==> src/hw/rtl/lwd_pkg.sv <==
// Package for the LZSS window decompressor: shared types, phase and status codes.
// It depends on nothing and is used by the top level, lwd_count and the testbench.
`default_nettype none

package lwd_pkg;

    localparam int EPOCH_W    = 4;
    localparam int OUT_TDATA_W = 16;

    localparam logic [4:0] MAGIC_LEN  = 5'd7;
    localparam logic [4:0] HEADER_END = 5'd15;
    localparam logic [4:0] MATCH_MIN  = 5'd3;

    localparam logic [2:0] PH_HEADER = 3'd0;
    localparam logic [2:0] PH_FLAG   = 3'd1;
    localparam logic [2:0] PH_ITEM   = 3'd2;
    localparam logic [2:0] PH_MATCH2 = 3'd3;
    localparam logic [2:0] PH_DRAIN  = 3'd4;

    localparam logic [1:0] STAT_NONE  = 2'd0;
    localparam logic [1:0] STAT_DONE  = 2'd1;
    localparam logic [1:0] STAT_MAGIC = 2'd2;
    localparam logic [1:0] STAT_TRUNC = 2'd3;

    typedef struct packed {
        logic       clear;
        logic       load;
        logic [1:0] sel;
        logic       inc;
    } cnt_ctrl_t;

    typedef struct packed {
        logic size_zero;
        logic hit_next;
    } cnt_stat_t;

    function automatic logic [7:0] magic_byte(input logic [2:0] idx);
        logic [7:0] val;
        begin
            case (idx)
                3'd0:    val = 8'h52;
                3'd1:    val = 8'h43;
                3'd2:    val = 8'h4C;
                3'd3:    val = 8'h49;
                3'd4:    val = 8'h42;
                3'd5:    val = 8'h2D;
                3'd6:    val = 8'h4C;
                default: val = 8'h00;
            endcase
            return val;
        end
    endfunction

endpackage

`default_nettype wire

==> src/hw/rtl/lwd_count.sv <==
// Output byte counter and expected size register with the shared increment and compare.
// Depends on lwd_pkg.
`default_nettype none

module lwd_count (
    input  wire logic               clk,
    input  wire logic               rst_n,
    input  wire lwd_pkg::cnt_ctrl_t ctrl,
    input  wire logic [7:0]         load_byte,
    output lwd_pkg::cnt_stat_t      stat
);

    import lwd_pkg::*;

    logic [31:0] cnt_reg;
    logic [31:0] cnt_next;
    logic [31:0] exp_reg;
    logic [31:0] exp_next;
    logic [31:0] cnt_plus;

    assign cnt_plus = cnt_reg + 32'd1;

    always_comb
    begin
        cnt_next = cnt_reg;
        exp_next = exp_reg;
        if (ctrl.clear)
        begin
            cnt_next = '0;
            exp_next = '0;
        end
        else
        begin
            if (ctrl.inc)
            begin
                cnt_next = cnt_plus;
            end
            if (ctrl.load)
            begin
                case (ctrl.sel)
                    2'd0:    exp_next[7:0]   = exp_reg[7:0]   | load_byte;
                    2'd1:    exp_next[15:8]  = exp_reg[15:8]  | load_byte;
                    2'd2:    exp_next[23:16] = exp_reg[23:16] | load_byte;
                    default: exp_next[31:24] = exp_reg[31:24] | load_byte;
                endcase
            end
        end
    end

    always_ff @(posedge clk or negedge rst_n)
    begin
        if (!rst_n)
        begin
            cnt_reg <= '0;
            exp_reg <= '0;
        end
        else
        begin
            cnt_reg <= cnt_next;
            exp_reg <= exp_next;
        end
    end

    assign stat.size_zero = (exp_reg == 32'd0);
    assign stat.hit_next  = (cnt_plus == exp_reg);

endmodule

`default_nettype wire

==> config.mk <==
export PLATFORM = sky130hd
export DESIGN_NAME = lwd_count
export DESIGN_NICKNAME = d
export VERILOG_FILES = /design/src/hw/rtl/lwd_pkg.sv /design/src/hw/rtl/lwd_count.sv
export SDC_FILE = /design/constraint.sdc
export NUM_CORES = 1
export LEC_CHECK = 0
export BUFFER_PORTS_ARGS = -buffer_cell sky130_fd_sc_hd__buf_2
export CAP_MARGIN = 5
export CORE_UTILIZATION = 60
export DETAILED_ROUTE_END_ITERATION = 8
export PLACE_DENSITY = 0.86
export SETUP_SLACK_MARGIN = 0.02
export SLEW_MARGIN = 20
export SYNTH_ARGS = -nofsm -noshare
export SYNTH_HDL_FRONTEND = slang
export SYNTH_SLANG_ARGS = --single-unit
==> constraint.sdc <==
create_clock -name clk -period 4.82 [get_ports clk]
set_input_delay 0.964 -clock clk [delete_from_list [all_inputs] [get_ports clk]]
set_output_delay 0.964 -clock clk [all_outputs]
set_load 0.01 [all_outputs]
======== After elaboration in Yosys (flattened, before gate mapping) ========
Cells that the tools add are included.
cells by class
  add/subtract/negate cells ............... 1
  eq/ne operators ......................... 4
  multiplexer cells ....................... 8
  bitwise gates (word level) .............. 4
  reductions and logical operators ........ 12
operator list
  cell                                                                      number
  32-bit 2-to-1 mux                                                         4
  32-bit by 1-bit adder with 32-bit output (second input constant)          1
  32-bit == test                                                            1
  32-bit logical NOT                                                        1
  8-bit 2-to-1 mux                                                          4
  8-bit OR                                                                  4
  2-bit nonzero test                                                        5
  2-bit AND reduction                                                       4
  3-bit OR reduction                                                        1
  2-bit by 1-bit == test with 1-bit output (second input constant)          1
  2-bit == test (second input constant)                                     1
  2-bit logical NOT                                                         1
  2-bit by 1-bit inequality test with 1-bit output (second input constant)  1
word-level totals
  register bits ........................... 64
  input bits .............................. 15
  output and inout port bits .............. 2
  word-level logic and storage cells ...... 34

======== Longest topological paths before layout ========
Gate-level depths: netlist of run 1.
  depth after elaboration ................. 5
  mapped depth ............................ 9
  depth with buffers taken out ............ 8

======== Least setup slack after synthesis of run 1 ========
Ideal clock, no wire load.
  path type ............................... register to output
  from .................................... reg cnt_reg[0]
  to ...................................... out stat[0] (netlist bit)
  arrival time ............................ 2294 ps
  data required time ...................... 3856 ps
  slack ................................... 1562 ps
  cell stages (with the launch flop) ...... 9
  buffers on the path ..................... 0
  path through ............................ dfrtp_1 > ha_1 > nand3_2 > nor4_4 > nand4_1 > xnor2_1 > nor4_1 > nand4_1 > a211oi_2
RTL lines
  element                   RTL line         source
  start: declaration        lwd_count.sv:15  logic [31:0] cnt_reg;
  start signal: assignment  lwd_count.sv:59  cnt_reg <= cnt_next;
  end: declaration          lwd_count.sv:10  output lwd_pkg::cnt_stat_t stat

==> results.md, run 1 <==
* Drt first pass iters at 6
* Drt initial violations at 342
* Clock transition at path regs at 0.07 ns
* Sw frac at 0.256
* Antenna Nets Post-Route at 0
* Routability cong. at 0.959
* Min cycle time layout at 4.11 ns
* Total clock sinks at 64
* Number of instances in the synthesized netlist at 421
* Psw at 0.000287 W
* Library cell contributing the largest single delay on the critical path: sky130_fd_sc_hd__nor4_4
* Reg2Reg Capture Point: cnt_reg[31]
* Multi-input logic area at 2030 um^2
* Total power consumption of the routed design at 0.00112 W
* Wire length of the first global-routing pass at 14.5 mm
* HPWL Detailed at 6.04 mm
* Number of nets in the synthesized netlist at 437
* Routed len/inst at 17.4 um
* Via count of the first global-routing pass at 2898
* Transition at the pin with the smallest max-transition slack at 0.947 ns
* Cts hold-fix bufs at 0
* Residual overflow from global routing at 0
* Critical-path maximum fanout at 10
* Die Area at 6600 um^2
* Peak per-stage delay on the critical path at 0.61 ns
* Period utilisation layout at 0.852
* CTS Buf Count at 9
* Bufs on Longest Clock Path at 2
* Yosys cell types at 44
* CP startpoint: cnt_reg[0]
* Unrepaired setup endpoints after global routing: false
* Area used by sequential logic in the layout at 1600 um^2
* Data arrival time of the critical path at 3.14 ns
* Setup crit end kind: primary output
* Met2 GRT Util at 0.445
* Ordered cell list for the critical path: ha_1 -> nand3_2 -> nor4_4 -> nand2_1 -> xnor2_1 -> nor4_1 -> nand4_1 -> a211oi_2 -> buf_2
* Count of instances resized after the clock tree is built at 0
* R2R setup slack at 2.36 ns
* Critical path startpoint category: flop
* Total power density per cell area at 278 nW/um^2
* Overall die height at 81.2 um
* Layout cell share with drive strength beyond 1 at 0.101
* Maximum number of pins on one net before global-route repair at 65
* Synth Area per Inst at 8.95 um^2
* Effective utilization at floorplan at 0.629
* Share of total power in sequential cells at 0.503
* Register-to-Register Path Depth at 5
* Slew headroom at 0.367
* Number of setup violations in the final report at 0
* GR peak layer: met2
* Die width at 81.2 um
* Final-stage net count at 439
* Number of inserted diodes at 0
* Count of unresolved DRC violations after routing at 0
* Ys async rst share at 1.00
* Clock Latency Late Sink at 0.34 ns
* Max IR drop VDD at 0.000287 V
* Row count at 28
* CTS tree: built
* Hold path startpoint: exp_reg[3]
* Upper clock frequency limit at 244 MHz
* Run status: complete, no violations
* Core area at 5990 um^2
* Post-Synthesis Cell Area at 3770 um^2
* Number of warning messages in the yosys log at 0
* Worst setup path endpoint: stat[0]
* Post-synth top flop: sky130_fd_sc_hd__dfrtp_1
* Final Instance Count excl. Fillers at 502
* Max-cap viol count at 0
* PortBufs at 16
* Layout filler cell count at 441
* GRT Resource Usage Total at 0.296
* Count of flip-flops with a built-in enable after synthesis at 0
* Number of post-CTS setup repair buffers at 0
* Total wire length after detailed routing at 8.74 mm
* Kind of critical path: reg2out
* Total of flip-flops plus latches after synthesis at 64
* Routed vias at 3169
* Cell chosen for the clock root: sky130_fd_sc_hd__clkbuf_8
* Number of max-slew violations in the final report at 0
* Number of antenna violations at the first check in global routing at 0
* Clk_skew at 0.00872 ns
* Fin. Hold Viols at 0
* Met3 usage in global routing at 0.0506
* I/O pin count at 17
* Number of placed instances, taps included at 487
* Required time of the worst setup path at 3.86 ns
* Final setup TNS at 0 ns
* Cell-internal power at 0.000833 W
* Static Leak at 1.78 nW
* Sequential fraction of the synthesis area at 0.425
* Part of the power in combinational logic at 0.086
* Worst hold-check path type: reg2reg
* Area growth from synthesis to layout at 6.97%
* CTS H-Tree Depth at 3
* Vias per inst at 6.31
* Origin of the critical flop-to-flop path: cnt_reg[7]
* Met1 Use GR at 0.430
* Share of power burned in the clock network at 0.411
==> synth_stat cells (2+ instances only) <==
cell type                   n  area, um^2
sky130_fd_sc_hd__xnor2_1   38         333
sky130_fd_sc_hd__or3_1      5        31.3
sky130_fd_sc_hd__nor2_1    77         289
sky130_fd_sc_hd__o21ai_0    4        20.0
sky130_fd_sc_hd__dfrtp_1   64        1600
sky130_fd_sc_hd__nand3_1   16        80.1
sky130_fd_sc_hd__nor4_4     2        42.5
sky130_fd_sc_hd__a211oi_1   2        15.0
sky130_fd_sc_hd__nor4_1    14        87.6
sky130_fd_sc_hd__a31oi_1    3        18.8
sky130_fd_sc_hd__nand2_1   26        97.6
sky130_fd_sc_hd__a21oi_1   41         205
sky130_fd_sc_hd__inv_1      4        15.0
sky130_fd_sc_hd__xor2_1    39         342
sky130_fd_sc_hd__nor3_1     4        20.0
sky130_fd_sc_hd__nor3b_1    4        30.0
sky130_fd_sc_hd__nand3_2    2        20.0
sky130_fd_sc_hd__and4_1     5        43.8
sky130_fd_sc_hd__buf_1      6        22.5
sky130_fd_sc_hd__and3_1     2        12.5
sky130_fd_sc_hd__nand4_1   22         138
sky130_fd_sc_hd__buf_2      8        40.0
sky130_fd_sc_hd__nand4_2    3        37.5
sky130_fd_sc_hd__clkbuf_1  10        37.5
==> stage by stage <==
| step | util | worst slack [ns] | area, um^2 | hold WS [ns] |
|---|---|---|---|---|
| 2_1_floorplan | - | 1.56 | 3770 | 0.503 |
| 3_3_place_gp | 0.640 | 1.27 | 3830 | 0.522 |
| 3_5_place_dp | 0.640 | 1.13 | 3830 | 0.534 |
| 4_1_cts | 0.672 | 0.747 | 4030 | 0.553 |
| 5_1_grt | 0.673 | 0.476 | 4030 | 0.597 |
| 6_report | 0.673 | 0.714 | 4030 | 0.557 |
==> critical path: cells and delay by family (launching register included) <==
family | cells | cell delay [ns]
simple gates | 5 | 1.44
flops | 1 | 0.51
fa+ha+maj | 1 | 0.30
compound gates | 1 | 0.22
xor+xnor | 1 | 0.18
buf+inv | 1 | 0.16
==> layer usage <==
metal,wire length [um],vias up
met2,4060,154
li1,-,1460
met5,0,-
met4,193,0
met1,3900,1533
met3,589,22
==> layout make-up <==
class | count | share of cell area
Clock inverter | 5 | 0.0143
Inverter | 4 | 0.00373
Timing Repair Buffer | 17 | 0.0224
Clock buffer | 10 | 0.0342
Sequential cell | 64 | 0.397
Tap cell | 75 | 0.0233
Multi-Input combinational cell | 327 | 0.505
==> power groups by stage <==
stage                     Combinational (W)  Sequential (W)  Clock (W)
after global routing               0.000106        0.000565   0.000484
after CTS                         0.0000958        0.000563   0.000466
after global placement            0.0000922        0.000573          0
after detailed placement          0.0000943        0.000573          0
after floorplan                   0.0000603        0.000568          0
final                             0.0000960        0.000564   0.000460
==> how the worst min path moves through the flow <==
stage / endpoint / slack (ns) / depth (start not counted)
after floorplan: exp_reg[13] / 0.50 / 2
after global placement: exp_reg[22] / 0.52 / 2
after detailed placement: exp_reg[3] / 0.53 / 2
after CTS: exp_reg[3] / 0.55 / 2
after global routing: exp_reg[18] / 0.60 / 2
final: exp_reg[3] / 0.56 / 2
==> kinds of logic (layout without fill, tap and decap cells) <==
family | Yosys count | in the layout | share of synthesized area
and+or+nand+nor | 189 | 189 | 0.266
buffers and inverters | 30 | 36 | 0.0349
muxes | 1 | 1 | 0.00266
DFF | 64 | 64 | 0.425
xor gates and xnor gates | 77 | 77 | 0.179
AOI/OAI and AO/OA | 59 | 59 | 0.0893
adders and majority gates | 1 | 1 | 0.00332
==> cells in the final DEF (no fill, tap or decap), types with 2 or more instances in the layout <==
master	count
sky130_fd_sc_hd__nand4_1	22
sky130_fd_sc_hd__inv_1	4
sky130_fd_sc_hd__a211oi_1	2
sky130_fd_sc_hd__and4_1	5
sky130_fd_sc_hd__clkinv_4	2
sky130_fd_sc_hd__xor2_1	39
sky130_fd_sc_hd__xnor2_1	38
sky130_fd_sc_hd__clkbuf_8	10
sky130_fd_sc_hd__and3_1	2
sky130_fd_sc_hd__a31oi_1	3
sky130_fd_sc_hd__nor3b_1	4
sky130_fd_sc_hd__o21ai_0	4
sky130_fd_sc_hd__buf_4	2
sky130_fd_sc_hd__nor4_4	2
sky130_fd_sc_hd__nand3_1	16
sky130_fd_sc_hd__nor4_1	14
sky130_fd_sc_hd__clkinv_2	2
sky130_fd_sc_hd__nand4_2	3
sky130_fd_sc_hd__or3_1	5
sky130_fd_sc_hd__nor2_1	77
sky130_fd_sc_hd__dfrtp_1	64
sky130_fd_sc_hd__nand2_1	26
sky130_fd_sc_hd__nand3_2	2
sky130_fd_sc_hd__buf_2	15
sky130_fd_sc_hd__a21oi_1	41
sky130_fd_sc_hd__nor3_1	4
(Power assumes the default switching activity.)
==> run 2: changes to the inputs <==
Settings changed: CORE_UTILIZATION 60 to 40, PLACE_DENSITY 0.86 to 0.64.
Clock period 4.82 ns to 5.1 ns, I/O delays scaled along.
==> run 2 against run 1 <==
  * Clock skew is essentially flat
  * Critical path depth is the same
  * Clock-buffer cell count stayed put
  * Power decreased by 0.57%
  * Routed wire length is 2.9% higher
  * Via count is 3.7% lower
  * Critical path type unchanged
  * Critical endpoint unchanged
  * Largest cell class unchanged
==> results.md, run 2 (synthesized netlist as in run 1, its figures left out) <==
* Required time of the worst setup path at 4.08 ns
* HPWL Detailed at 6.37 mm
* Wire length of the first global-routing pass at 15.1 mm
* Routed len/inst at 16.7 um
* Drt initial violations at 208
* Slew headroom at 0.387
* Routability cong. at 0.859
* Total power density per cell area at 272 nW/um^2
* Overall die height at 99.1 um
* Upper clock frequency limit at 242 MHz
* Die width at 99.1 um
* Worst hold-check path type: reg2reg
* Cts hold-fix bufs at 0
* Static Leak at 1.78 nW
* CTS H-Tree Depth at 3
* Die Area at 9810 um^2
* Kind of critical path: reg2out
* Fin. Hold Viols at 0
* PortBufs at 16
* Residual overflow from global routing at 0
* Clk_skew at 0.00838 ns
* Count of instances resized after the clock tree is built at 0
* CTS Buf Count at 9
* I/O pin count at 17
* Transition at the pin with the smallest max-transition slack at 0.918 ns
* Period utilisation layout at 0.809
* Setup crit end kind: primary output
* Total clock sinks at 64
* Number of max-slew violations in the final report at 0
* Area growth from synthesis to layout at 8.83%
* Final setup TNS at 0 ns
* Count of unresolved DRC violations after routing at 0
* Total wire length after detailed routing at 9.00 mm
* Max-cap viol count at 0
* Final Instance Count excl. Fillers at 539
* Routed vias at 3053
* Worst Hold Slack at 0.557 ns
* Bufs on Longest Clock Path at 2
* Number of antenna violations at the first check in global routing at 0
* Unrepaired setup endpoints after global routing: false
* Number of setup violations in the final report at 0
* CTS tree: built
* Clock Latency Late Sink at 0.35 ns
* Critical-path maximum fanout at 10
* Row count at 35
* Number of placed instances, taps included at 523
* Most common cell after layout, fill and taps aside: sky130_fd_sc_hd__nor2_1
* Max IR drop VDD at 0.000197 V
* GRT Resource Usage Total at 0.200
* Min cycle time layout at 4.12 ns
* Run status: complete, no violations
* Number of post-CTS setup repair buffers at 0
* Layout filler cell count at 901
* Data arrival time of the critical path at 3.10 ns
* Antenna Nets Post-Route at 0
* Core area at 9200 um^2
* Commonest cells after routing, fill and taps aside: sky130_fd_sc_hd__nor2_1 (77), sky130_fd_sc_hd__dfrtp_1 (64), sky130_fd_sc_hd__a21oi_1 (41)
* Clock transition at path regs at 0.08 ns
* Layout cell share with drive strength beyond 1 at 0.100
* Number of inserted diodes at 0
* Critical path startpoint category: flop
* Final-stage net count at 439
* Maximum number of pins on one net before global-route repair at 65
* Vias per inst at 5.66
* Drt first pass iters at 4
* Cell chosen for the clock root: sky130_fd_sc_hd__clkbuf_8
* Via count of the first global-routing pass at 2833
* Effective utilization at floorplan at 0.410
==> run 2: final timing paths <==
check	end	cells after the start	slack [ns]	start
worst max-delay path	stat[0]	9	0.98	cnt_reg[0]
worst min-delay path	exp_reg[3]	2	0.56	exp_reg[3]
worst min register to register	exp_reg[3]	2	0.56	exp_reg[3]
max in group asynchronous	cnt_reg[1]	2	3.72	rst_n
worst max register to register	cnt_reg[31]	5	2.70	cnt_reg[7]
min in group asynchronous	cnt_reg[23]	2	0.83	rst_n
==> run 2: critical path, cell delays in order, from the launching register on <==
cell	delay (ns)
sky130_fd_sc_hd__dfrtp_1	0.52
sky130_fd_sc_hd__ha_1	0.30
sky130_fd_sc_hd__nand3_2	0.18
sky130_fd_sc_hd__nor4_4	0.59
sky130_fd_sc_hd__nand2_1	0.17
sky130_fd_sc_hd__xnor2_1	0.17
sky130_fd_sc_hd__nor4_1	0.29
sky130_fd_sc_hd__nand4_1	0.17
sky130_fd_sc_hd__a211oi_2	0.22
sky130_fd_sc_hd__buf_2	0.15
==> run 2: cell type report <==
cell class / count / area (um^2) / area share
clock inverter: 6 / 92.6 / 0.0226
timing repair buffer: 17 / 90.1 / 0.0220
inverter: 4 / 15.0 / 0.00366
sequential: 64 / 1600 / 0.391
multi-input combinational: 327 / 2030 / 0.496
clock buffer: 10 / 128 / 0.0311
tap: 111 / 139 / 0.0339
==> run 2: power breakdown <==
group	internal [W]	total, W	switching (W)
Combinational	0.0000338	0.0000897	0.0000559
Clock	0.000278	0.000491	0.000213
Sequential	0.000517	0.000533	0.0000156
==> run 2: through the flow <==
step | instance area, um^2 | worst slack [ns] | utilization | power (W)
after floorplan | 3770 | 1.79 | - | 0.000594
after global placement | 3880 | 1.46 | 0.422 | 0.000632
after detailed placement | 3880 | 1.36 | 0.422 | 0.000632
after CTS | 4100 | 0.993 | 0.446 | 0.00112
after global routing | 4100 | 0.714 | 0.446 | 0.00116
final | 4100 | 0.975 | 0.446 | 0.00111
==> run 2: metal layers <==
metal	wire length [um]	vias to the layer above	track usage
met4	143	0	0.0679
met3	541	12	0.0418
met1	4340	1491	0.297
met2	3970	88	0.289
met5	0	-	0
li1	-	1462	-
